**config.mk**
```make
export PLATFORM = sky130hd
export DESIGN_NAME = palette_cycle_interpolator
export DESIGN_NICKNAME = d
export VERILOG_FILES = /design/src/pci_pkg.sv /design/src/pci_mul.sv /design/src/pci_seq.sv /design/src/palette_cycle_interpolator.sv
export VERILOG_INCLUDE_DIRS = /design/src /design/src/src
export SDC_FILE = /design/constraint.sdc
export NUM_CORES = 1
export LEC_CHECK = 0
export ABC_AREA = 1
export BUFFER_PORTS_ARGS = -buffer_cell sky130_fd_sc_hd__buf_2
export CORE_MARGIN = 2
export CORE_UTILIZATION = 25
export DETAILED_ROUTE_END_ITERATION = 10
export GPL_ROUTABILITY_DRIVEN = 0
export GPL_TIMING_DRIVEN = 0
export MAX_ROUTING_LAYER = met4
export PLACE_DENSITY = 0.4
export SYNTH_ARGS = -nofsm -noshare
export SYNTH_HDL_FRONTEND = slang
export SYNTH_HIERARCHICAL = 1
export SYNTH_SLANG_ARGS = --single-unit
```
**constraint.sdc**
```tcl
create_clock -name aclk -period 8.13 [get_ports aclk]
set_input_delay 0.4065 -clock aclk [delete_from_list [all_inputs] [get_ports aclk]]
set_output_delay 0.4065 -clock aclk [all_outputs]
set_load 0.005 [all_outputs]
```
**src/palette_cycle_interpolator_assert.svh**
```systemverilog
// Assertion macros for the palette cycle interpolator.
// PCI_ASSERT checks a property at every clock edge outside reset.
// PCI_ASSERT_NEXT checks that a condition implies another in the following cycle.
`ifndef PALETTE_CYCLE_INTERPOLATOR_ASSERT_SVH
`define PALETTE_CYCLE_INTERPOLATOR_ASSERT_SVH

`ifndef SYNTHESIS
`define PCI_ASSERT(label, clk, rstn, prop, msg) \
    label: assert property (@(posedge clk) disable iff (!rstn) (prop)) else $error(msg);
`define PCI_ASSERT_NEXT(label, clk, rstn, pre, post, msg) \
    label: assert property (@(posedge clk) disable iff (!rstn) (pre) |=> (post)) else $error(msg);
`else
`define PCI_ASSERT(label, clk, rstn, prop, msg)
`define PCI_ASSERT_NEXT(label, clk, rstn, pre, post, msg)
`endif

`endif

```
**src/pci_pkg.sv**
```systemverilog
`default_nettype none

package pci_pkg;

    localparam int unsigned MAX_COLOURS     = 8;
    localparam int unsigned PHASE_FRAC_BITS = 16;
    localparam int unsigned CHANNEL_BITS    = 8;
    localparam int unsigned NUM_CHANNELS    = 4;
    localparam int unsigned NUM_PAIRS       = MAX_COLOURS / 2;

    localparam int unsigned PHASE_W   = PHASE_FRAC_BITS + 1;
    localparam int unsigned COUNT_W   = 4;
    localparam int unsigned IDX_W     = $clog2(MAX_COLOURS);
    localparam int unsigned CH_W      = $clog2(NUM_CHANNELS + 1);
    localparam int unsigned CH_IDX_W  = $clog2(NUM_CHANNELS);
    localparam int unsigned ENTRY_W   = NUM_CHANNELS * CHANNEL_BITS;
    localparam int unsigned PAIR_W    = 2 * ENTRY_W;
    localparam int unsigned CFG_IDX_W = 3;
    localparam int unsigned STEP_W    = 16;

    localparam int unsigned MUL_A_W = PHASE_W;
    localparam int unsigned MUL_B_W = CHANNEL_BITS + 1;
    localparam int unsigned MUL_P_W = MUL_A_W + MUL_B_W + 1;

    localparam logic [PHASE_W-1:0] PHASE_ONE = {1'b1, {PHASE_FRAC_BITS{1'b0}}};

    typedef logic [NUM_CHANNELS-1:0][CHANNEL_BITS-1:0] rgba_t;
    typedef logic [MAX_COLOURS-1:0][NUM_CHANNELS-1:0][CHANNEL_BITS-1:0] palette_t;

    typedef enum logic [CFG_IDX_W-1:0] {
        CFG_LOOP_MODE    = 3'd0,
        CFG_COLOUR_COUNT = 3'd1,
        CFG_PAIR_0       = 3'd2,
        CFG_PAIR_1       = 3'd3,
        CFG_PAIR_2       = 3'd4,
        CFG_PAIR_3       = 3'd5
    } cfg_idx_t;

    typedef enum logic [2:0] {
        ST_IDLE,
        ST_PROD,
        ST_INDEX,
        ST_FETCH,
        ST_CHAN
    } state_t;

    typedef struct packed {
        logic  load;
        rgba_t rgba;
        logic  finished;
    } result_t;

endpackage

`default_nettype wire

```
**src/pci_mul.sv**
```systemverilog
`default_nettype none

module pci_mul (
    input  wire logic                                     aclk,
    input  wire logic                                     en,
    input  wire logic        [pci_pkg::MUL_A_W-1:0]       a,
    input  wire logic signed [pci_pkg::MUL_B_W-1:0]       b,
    output      logic signed [pci_pkg::MUL_P_W-1:0]       product
);

    logic signed [pci_pkg::MUL_P_W-1:0] product_reg;

    always_ff @(posedge aclk) begin
        if (en) begin
            product_reg <= $signed({1'b0, a}) * b;
        end
    end

    assign product = product_reg;

endmodule

`default_nettype wire

```
**src/pci_seq.sv**
```systemverilog
`default_nettype none

`include "palette_cycle_interpolator_assert.svh"

module pci_seq (
    input  wire logic                               aclk,
    input  wire logic                               aresetn,
    input  wire logic                               in_valid,
    output      logic                               in_ready,
    input  wire logic [pci_pkg::STEP_W-1:0]         step,
    input  wire logic                               loop_mode,
    input  wire logic [pci_pkg::COUNT_W-1:0]        colour_count,
    input  wire pci_pkg::palette_t                  palette,
    input  wire logic                               out_free,
    output      pci_pkg::result_t                   res
);

    pci_pkg::state_t state_reg, state_next;

    logic [pci_pkg::PHASE_W-1:0] phase_reg, phase_next;
    logic                        done_reg, done_next;
    logic [pci_pkg::CH_W-1:0]    ch_reg, ch_next;

    logic [pci_pkg::PHASE_FRAC_BITS-1:0]                       t_reg;
    logic [pci_pkg::IDX_W-1:0]                                 idx2_reg;
    pci_pkg::rgba_t                                            e1_reg, e2_reg;
    logic [pci_pkg::NUM_CHANNELS-2:0][pci_pkg::CHANNEL_BITS-1:0] chan_reg;

    logic                               accept;
    logic [pci_pkg::COUNT_W-1:0]        cnt;
    logic [pci_pkg::COUNT_W-1:0]        last;
    logic [pci_pkg::PHASE_W-1:0]        sum;
    logic                               wrapped;

    logic signed [pci_pkg::MUL_P_W-1:0] product;
    logic [pci_pkg::COUNT_W-1:0]        prod_idx;
    logic [pci_pkg::COUNT_W-1:0]        prod_inc;
    logic                               clamp_seg;
    logic [pci_pkg::COUNT_W-1:0]        i1, i2;
    logic [pci_pkg::IDX_W-1:0]          rd_addr;
    pci_pkg::rgba_t                     rd_entry;

    logic [pci_pkg::CH_IDX_W-1:0]       issue_ch, prev_ch;
    logic [pci_pkg::CHANNEL_BITS-1:0]   c1, c2, c1_prev;
    logic signed [pci_pkg::MUL_B_W-1:0] diff;
    logic [pci_pkg::MUL_P_W-1:0]        acc;
    logic [pci_pkg::CHANNEL_BITS-1:0]   chan_out;
    logic                               chan_busy;
    logic                               chan_last;

    logic                               mul_en;
    logic                               mul_sel_chan;
    logic [pci_pkg::MUL_A_W-1:0]        mul_a;
    logic signed [pci_pkg::MUL_B_W-1:0] mul_b;

    // Datapath
    always_comb begin
        priority if (colour_count == '0) begin
            cnt = pci_pkg::COUNT_W'(1);
        end else if (colour_count > pci_pkg::COUNT_W'(pci_pkg::MAX_COLOURS)) begin
            cnt = pci_pkg::COUNT_W'(pci_pkg::MAX_COLOURS);
        end else begin
            cnt = colour_count;
        end
    end

    assign last    = cnt - pci_pkg::COUNT_W'(1);
    assign accept  = in_valid && in_ready;
    assign sum     = phase_reg + {1'b0, step};
    assign wrapped = sum[pci_pkg::PHASE_FRAC_BITS];

    always_comb begin
        phase_next = phase_reg;
        done_next  = done_reg;
        if (accept) begin
            done_next = !loop_mode && wrapped;
            priority if (!wrapped) begin
                phase_next = sum;
            end else if (loop_mode) begin
                phase_next = {1'b0, sum[pci_pkg::PHASE_FRAC_BITS-1:0]};
            end else begin
                phase_next = pci_pkg::PHASE_ONE;
            end
        end
    end

    assign prod_idx  = product[pci_pkg::PHASE_FRAC_BITS +: pci_pkg::COUNT_W];
    assign prod_inc  = prod_idx + pci_pkg::COUNT_W'(1);
    assign clamp_seg = !loop_mode && (prod_idx >= last);

    always_comb begin
        if (clamp_seg) begin
            i1 = last;
            i2 = last;
        end else begin
            i1 = prod_idx;
            i2 = (prod_inc == cnt) ? '0 : prod_inc;
        end
    end

    assign rd_addr  = (state_reg == pci_pkg::ST_INDEX) ? i1[pci_pkg::IDX_W-1:0] : idx2_reg;
    assign rd_entry = palette[rd_addr];

    assign issue_ch = ch_reg[pci_pkg::CH_IDX_W-1:0];
    assign prev_ch  = issue_ch - pci_pkg::CH_IDX_W'(1);
    assign c1       = e1_reg[issue_ch];
    assign c2       = e2_reg[issue_ch];
    assign c1_prev  = e1_reg[prev_ch];
    assign diff     = $signed({1'b0, c2}) - $signed({1'b0, c1});
    assign acc      = pci_pkg::MUL_P_W'({c1_prev, {pci_pkg::PHASE_FRAC_BITS{1'b0}}})
                    + pci_pkg::MUL_P_W'(product);
    assign chan_out = acc[pci_pkg::PHASE_FRAC_BITS +: pci_pkg::CHANNEL_BITS];

    assign chan_busy = (ch_reg < pci_pkg::CH_W'(pci_pkg::NUM_CHANNELS));
    assign chan_last = (ch_reg == pci_pkg::CH_W'(pci_pkg::NUM_CHANNELS));

    assign mul_a = mul_sel_chan ? {1'b0, t_reg} : phase_reg;
    assign mul_b = mul_sel_chan ? diff
                 : $signed({{(pci_pkg::MUL_B_W - pci_pkg::COUNT_W){1'b0}}, cnt});

    pci_mul u_mul (
        .aclk    (aclk),
        .en      (mul_en),
        .a       (mul_a),
        .b       (mul_b),
        .product (product)
    );

    // Next state
    always_comb begin
        state_next = state_reg;
        unique case (state_reg)
            pci_pkg::ST_IDLE:  if (accept) state_next = pci_pkg::ST_PROD;
            pci_pkg::ST_PROD:  state_next = pci_pkg::ST_INDEX;
            pci_pkg::ST_INDEX: state_next = pci_pkg::ST_FETCH;
            pci_pkg::ST_FETCH: state_next = pci_pkg::ST_CHAN;
            pci_pkg::ST_CHAN:  if (chan_last && out_free) state_next = pci_pkg::ST_IDLE;
            default:           state_next = pci_pkg::ST_IDLE;
        endcase
    end

    // Outputs
    always_comb begin
        in_ready     = 1'b0;
        mul_en       = 1'b0;
        mul_sel_chan = 1'b0;
        res.load     = 1'b0;
        ch_next      = ch_reg;
        for (int k = 0; k < pci_pkg::NUM_CHANNELS - 1; k++) begin
            res.rgba[k] = chan_reg[k];
        end
        res.rgba[pci_pkg::NUM_CHANNELS-1] = chan_out;
        res.finished = done_reg;
        unique case (state_reg)
            pci_pkg::ST_IDLE: begin
                in_ready = 1'b1;
            end
            pci_pkg::ST_PROD: begin
                mul_en = 1'b1;
            end
            pci_pkg::ST_INDEX: begin
            end
            pci_pkg::ST_FETCH: begin
                ch_next = '0;
            end
            pci_pkg::ST_CHAN: begin
                mul_sel_chan = 1'b1;
                mul_en       = chan_busy;
                res.load     = chan_last && out_free;
                if (chan_busy) begin
                    ch_next = ch_reg + pci_pkg::CH_W'(1);
                end
            end
            default: begin
            end
        endcase
    end

    always_ff @(posedge aclk) begin
        if (!aresetn) begin
            state_reg <= pci_pkg::ST_IDLE;
            phase_reg <= '0;
            done_reg  <= 1'b0;
            ch_reg    <= '0;
        end else begin
            state_reg <= state_next;
            phase_reg <= phase_next;
            done_reg  <= done_next;
            ch_reg    <= ch_next;
        end
    end

    always_ff @(posedge aclk) begin
        if (state_reg == pci_pkg::ST_INDEX) begin
            t_reg    <= product[pci_pkg::PHASE_FRAC_BITS-1:0];
            idx2_reg <= i2[pci_pkg::IDX_W-1:0];
            e1_reg   <= rd_entry;
        end
        if (state_reg == pci_pkg::ST_FETCH) begin
            e2_reg <= rd_entry;
        end
        if (state_reg == pci_pkg::ST_CHAN && chan_busy && ch_reg != '0) begin
            chan_reg[prev_ch] <= chan_out;
        end
    end

    `PCI_ASSERT(a_phase_bound, aclk, aresetn, phase_reg <= pci_pkg::PHASE_ONE, "phase above one")
    `PCI_ASSERT_NEXT(a_loop_wrap, aclk, aresetn, accept && loop_mode, phase_reg < pci_pkg::PHASE_ONE, "loop phase not wrapped")
    `PCI_ASSERT_NEXT(a_busy, aclk, aresetn, accept, !in_ready, "ready right after accept")
    `PCI_ASSERT(a_done_phase, aclk, aresetn, !done_reg || (phase_reg == pci_pkg::PHASE_ONE), "done without full phase")
    `PCI_ASSERT(a_fin_oneshot, aclk, aresetn, !(res.load && res.finished) || !loop_mode, "finished in loop mode")

endmodule

`default_nettype wire

```
**src/palette_cycle_interpolator.sv**
```systemverilog
// Palette cycle interpolator.
// Input stream (s_): each beat carries a 16-bit phase step that advances
// an unsigned Q1.16 phase. Output stream (m_): one beat per input beat with
// the blended RGBA8 colour in m_tdata and the one-shot finished flag in m_tuser.
// Configuration: cfg_we writes register cfg_index with cfg_wdata;
// index 0 loop mode, 1 colour count, 2..5 palette pairs. Write only while idle.
// Flow: s_tready is high only while the sequencer is idle, so a beat is not
// taken until the previous beat's result has been loaded into the output
// register. Each beat steps through the states PROD, INDEX, FETCH and CHAN on
// the shared 17x9 multiplier: one pass for phase times colour count, then one
// pass per colour channel, with the palette read one entry per cycle.
// Stall: the result waits in the output register while m_tready is low; the
// next beat is still accepted and its work runs up to the last channel, then
// holds until the output register frees up.
// Reset: aresetn (synchronous, active low) clears the phase to 0, drops
// m_tvalid, and sets loop mode 1, colour count 1 and all palette entries to 0.
`default_nettype none

module palette_cycle_interpolator (
    input  wire logic                              aclk,
    input  wire logic                              aresetn,
    input  wire logic                              s_tvalid,
    output      logic                              s_tready,
    input  wire logic [15:0]                       s_tdata,   // phase_step
    output      logic                              m_tvalid,
    input  wire logic                              m_tready,
    output      logic [31:0]                       m_tdata,   // red, green, blue, alpha
    output      logic [0:0]                        m_tuser,   // finished
    input  wire logic                              cfg_we,
    input  wire logic [pci_pkg::CFG_IDX_W-1:0]     cfg_index,
    input  wire logic [pci_pkg::PAIR_W-1:0]        cfg_wdata
);

    logic                        loop_mode_reg;
    logic [pci_pkg::COUNT_W-1:0] count_reg;
    pci_pkg::palette_t           pal_reg;

    logic                        m_tvalid_reg;
    pci_pkg::rgba_t              m_tdata_reg;
    logic                        m_tuser_reg;

    logic                        out_free;
    pci_pkg::result_t            res;

    always_ff @(posedge aclk) begin
        if (!aresetn) begin
            loop_mode_reg <= 1'b1;
            count_reg     <= pci_pkg::COUNT_W'(1);
            pal_reg       <= '0;
        end else if (cfg_we) begin
            unique case (pci_pkg::cfg_idx_t'(cfg_index))
                pci_pkg::CFG_LOOP_MODE:    loop_mode_reg <= cfg_wdata[0];
                pci_pkg::CFG_COLOUR_COUNT: count_reg     <= cfg_wdata[pci_pkg::COUNT_W-1:0];
                pci_pkg::CFG_PAIR_0:       pal_reg[1:0]  <= cfg_wdata;
                pci_pkg::CFG_PAIR_1:       pal_reg[3:2]  <= cfg_wdata;
                pci_pkg::CFG_PAIR_2:       pal_reg[5:4]  <= cfg_wdata;
                pci_pkg::CFG_PAIR_3:       pal_reg[7:6]  <= cfg_wdata;
                default: begin
                end
            endcase
        end
    end

    assign out_free = !m_tvalid_reg || m_tready;

    pci_seq u_seq (
        .aclk         (aclk),
        .aresetn      (aresetn),
        .in_valid     (s_tvalid),
        .in_ready     (s_tready),
        .step         (s_tdata),
        .loop_mode    (loop_mode_reg),
        .colour_count (count_reg),
        .palette      (pal_reg),
        .out_free     (out_free),
        .res          (res)
    );

    // Hold the beat until taken
    always_ff @(posedge aclk) begin
        if (!aresetn) begin
            m_tvalid_reg <= 1'b0;
        end else if (res.load) begin
            m_tvalid_reg <= 1'b1;
        end else if (m_tready) begin
            m_tvalid_reg <= 1'b0;
        end
    end

    always_ff @(posedge aclk) begin
        if (res.load) begin
            m_tdata_reg <= res.rgba;
            m_tuser_reg <= res.finished;
        end
    end

    assign m_tvalid = m_tvalid_reg;
    assign m_tdata  = m_tdata_reg;
    assign m_tuser  = m_tuser_reg;

endmodule

`default_nettype wire
```
==> Flow_metrics.wiki <==
{| class="wikitable"
! Metric !! Value
|-
| Area of the core || 109000 sq um
|-
| Cell row count || 121
|-
| Leak Pwr || 15.3 nW
|-
| Starting density of the core || 25.3%
|-
| Post-route design area || 32000 sq um
|-
| Area of the mapped netlist || 27600 sq um
|-
| Final count of pins violating max slew || 0
|-
| CTS sink cnt || 449
|-
| Via count of the first global-routing pass || 23800
|-
| Worst clock skew || 0.0297 ns
|-
| Maximum number of pins on one net before global-route repair || 59
|-
| Number of nets in the finished design || 4311
|-
| Total DRC errors in the routed layout || 0
|-
| Share of total power in combinational logic || 20.1%
|-
| Initial antenna violation count || 3
|-
| Internal Power || 0.00430 W
|-
| Cell with the most instances on the worst path || sky130_fd_sc_hd__nand2_1
|-
| Max FFs per register || 256
|-
| Port Buffer Count || 122
|-
| Maximum level of the CTS H-tree || 2
|-
| Area of placed instances || 30200 sq um
|-
| DPL Wire Length || 83.2 mm
|-
| Tightest Pin Transition || 1.17 ns
|-
| Die area || 113000 sq um
|-
| Latest clock arrival within the worst-skew pair || 0.64 ns
|-
| Yosys warning total || 6
|-
| Number of DRC markers in iteration 0 || 1717
|-
| Max-slew headroom || 21.8%
|-
| Setup-violating endpoint count in the final report || 0
|-
| Time the final worst path needs with I/O delays and setup || 7.70 ns
|-
| Number of top-level pins || 123
|-
| Antenna-violating nets left || 0
|-
| Cells after Synth || 3832
|-
| Biggest fanout along the worst timing path || 10
|-
| VDD IR-drop max || 0.148 mV
|-
| Cell class contributing the biggest share of worst-path delay || adder cells
|-
| Fraction of final layout cells sized beyond drive strength 1 || 9.92%
|-
| PwrDens || 196 nW/um^2
|-
| Fin crit share || 94.7%
|-
| Number of vias after detailed routing || 24600
|-
| Buffers plus inverters on the worst setup path || 6
|-
| Worst path max stage delay || 0.61 ns
|-
| Req. time, crit path || 8.49 ns
|-
| Wire length of the first global-routing pass || 157 mm
|-
| Standard cell with the maximum stage delay on the critical path || sky130_fd_sc_hd__fa_1
|-
| Tot GR Track Use || 19.2%
|-
| Switching Fraction || 31.4%
|-
| Mean area per synthesized cell || 7.21 sq um
|-
| Detail-routed via count per cell || 4.44
|-
| Hold buffer count at cts || 0
|-
| Overall power consumption || 0.00627 W
|-
| Final Hold Slack || 0.0614 ns
|-
| CTS clk-pin slew, worst paths || 0.06 ns
|-
| Layout-stage area growth over the synthesis result || 15.8%
|-
| Die boundary width || 336 microns
|-
| Path type of the worst setup path || flop to flop
|-
| Longest Clk Path Bufs || 3
|-
| Clock tree from TritonCTS || yes
|-
| Total gr overflow || 0
|-
| Number of endpoints with negative hold slack in the final report || 0
|-
| Type of destination of the critical path || flop
|-
| Pre-Repair DR Iteration Count || 7
|-
| Hold crit path type || primary input to flop
|-
| Top achievable clock speed || 130 MHz
|-
| Sequential share of power || 40.3%
|-
| Floorplan die height || 336 microns
|-
| Final wirelength || 106 mm
|-
| Max-cap check violation count || 0
|-
| Arr. time, crit path || 8.06 ns
|-
| Setup repair after global routing missed its margin || false
|-
| Average wire per cell in the routed design || 19.1 microns
|-
| Clock root buffer || sky130_fd_sc_hd__clkbuf_16
|-
| Reported net switching power || 0.00197 W
|-
| Number of clock buffers inserted by TritonCTS || 54
|-
| CP Launch Type || flop
|-
| Clock Power Share || 39.6%
|-
| Nets in the synthesized netlist || 4130
|-
| Outcome || completed
|}
[stage by stage]
| step | util, % | cells | setup slack, ns | TNS (ns) |
|---|---|---|---|---|
| after floorplan | - | 3832 | 1.10 | 0 |
| after global placement | 27.5 | 5430 | -1.13 | -15.74 |
| after detailed placement | 27.6 | 5434 | -1.13 | -15.63 |
| after CTS | 29.2 | 5529 | 0.0391 | 0 |
| after global routing | 29.3 | 5531 | 0.0219 | 0 |
| final | 29.3 | 5532 | 0.432 | 0 |
[layer usage]
metal | up-vias | GRT usage [%] | part of all wire, %
met5 | - | - | 0
met4 | 0 | 4.60 | 2.4
met3 | 122 | 2.34 | 4.9
met2 | 587 | 30.6 | 45
met1 | 11600 | 26.0 | 47
li1 | 12200 | - | -
[tightest hold or removal path, stage by stage]
cell and delay [ns]:
sky130_fd_sc_hd__buf_2 0.13, sky130_fd_sc_hd__nand2_1 0.07, sky130_fd_sc_hd__nand3_1 0.06
[power by group through the flow]
stage               combinational (W)  sequential [W]  clock (W)
floorplan                    0.000783         0.00255          0
global placement              0.00125         0.00257          0
detailed placement            0.00125         0.00257          0
CTS                           0.00126         0.00253    0.00256
global route                  0.00139         0.00254    0.00264
finish                        0.00126         0.00253    0.00249
[layout make-up]
type                       count  area [sq um]
sequential                   449         10600
buffer                       224          1150
antenna                        3          7.51
timing repair buffer         126           664
multi-input combinational   2576         13700
inverter                     582          2190
fill                       12300         77300
clock buffer                  71          1490
clock inverter                25           283
tap                         1476          1850
[cells in the final DEF (no fill, tap or decap), types with 10 or more instances in the layout]
master and instances:
sky130_fd_sc_hd__a21oi_1 61, sky130_fd_sc_hd__buf_1 18, sky130_fd_sc_hd__buf_2 218, sky130_fd_sc_hd__buf_4 21, sky130_fd_sc_hd__buf_6 14, sky130_fd_sc_hd__clkbuf_1 74
sky130_fd_sc_hd__clkbuf_16 55, sky130_fd_sc_hd__clkbuf_2 12, sky130_fd_sc_hd__clkinv_2 12, sky130_fd_sc_hd__dfxtp_1 284, sky130_fd_sc_hd__edfxtp_1 164, sky130_fd_sc_hd__fa_1 109
sky130_fd_sc_hd__ha_1 101, sky130_fd_sc_hd__inv_1 571, sky130_fd_sc_hd__nand2_1 947, sky130_fd_sc_hd__nand3_1 565, sky130_fd_sc_hd__nor2_1 614, sky130_fd_sc_hd__o21ai_0 46
sky130_fd_sc_hd__o22ai_1 15, sky130_fd_sc_hd__xnor2_1 10, sky130_fd_sc_hd__xor2_1 21
[final timing paths]
kind,from,endpoint,slack [ns],cells after the start
max,u_seq/ch_reg[1],u_seq/u_mul/product[17],0.43,29
min,cfg_wdata[0],count_reg[0],0.06,3
max reg2reg,u_seq/ch_reg[1],u_seq/u_mul/product[17],0.43,29
min reg2reg,u_seq/res[12],m_tdata[11],0.42,0
[what timing repair did]
| action | 4_1_cts | 5_1_grt |
|---|---|---|
| setup endpoints to repair | 16 | 15 |
| buffers inserted | 0 | 0 |
| resized for setup | 19 | 32 |
(Power assumes the default switching activity.)
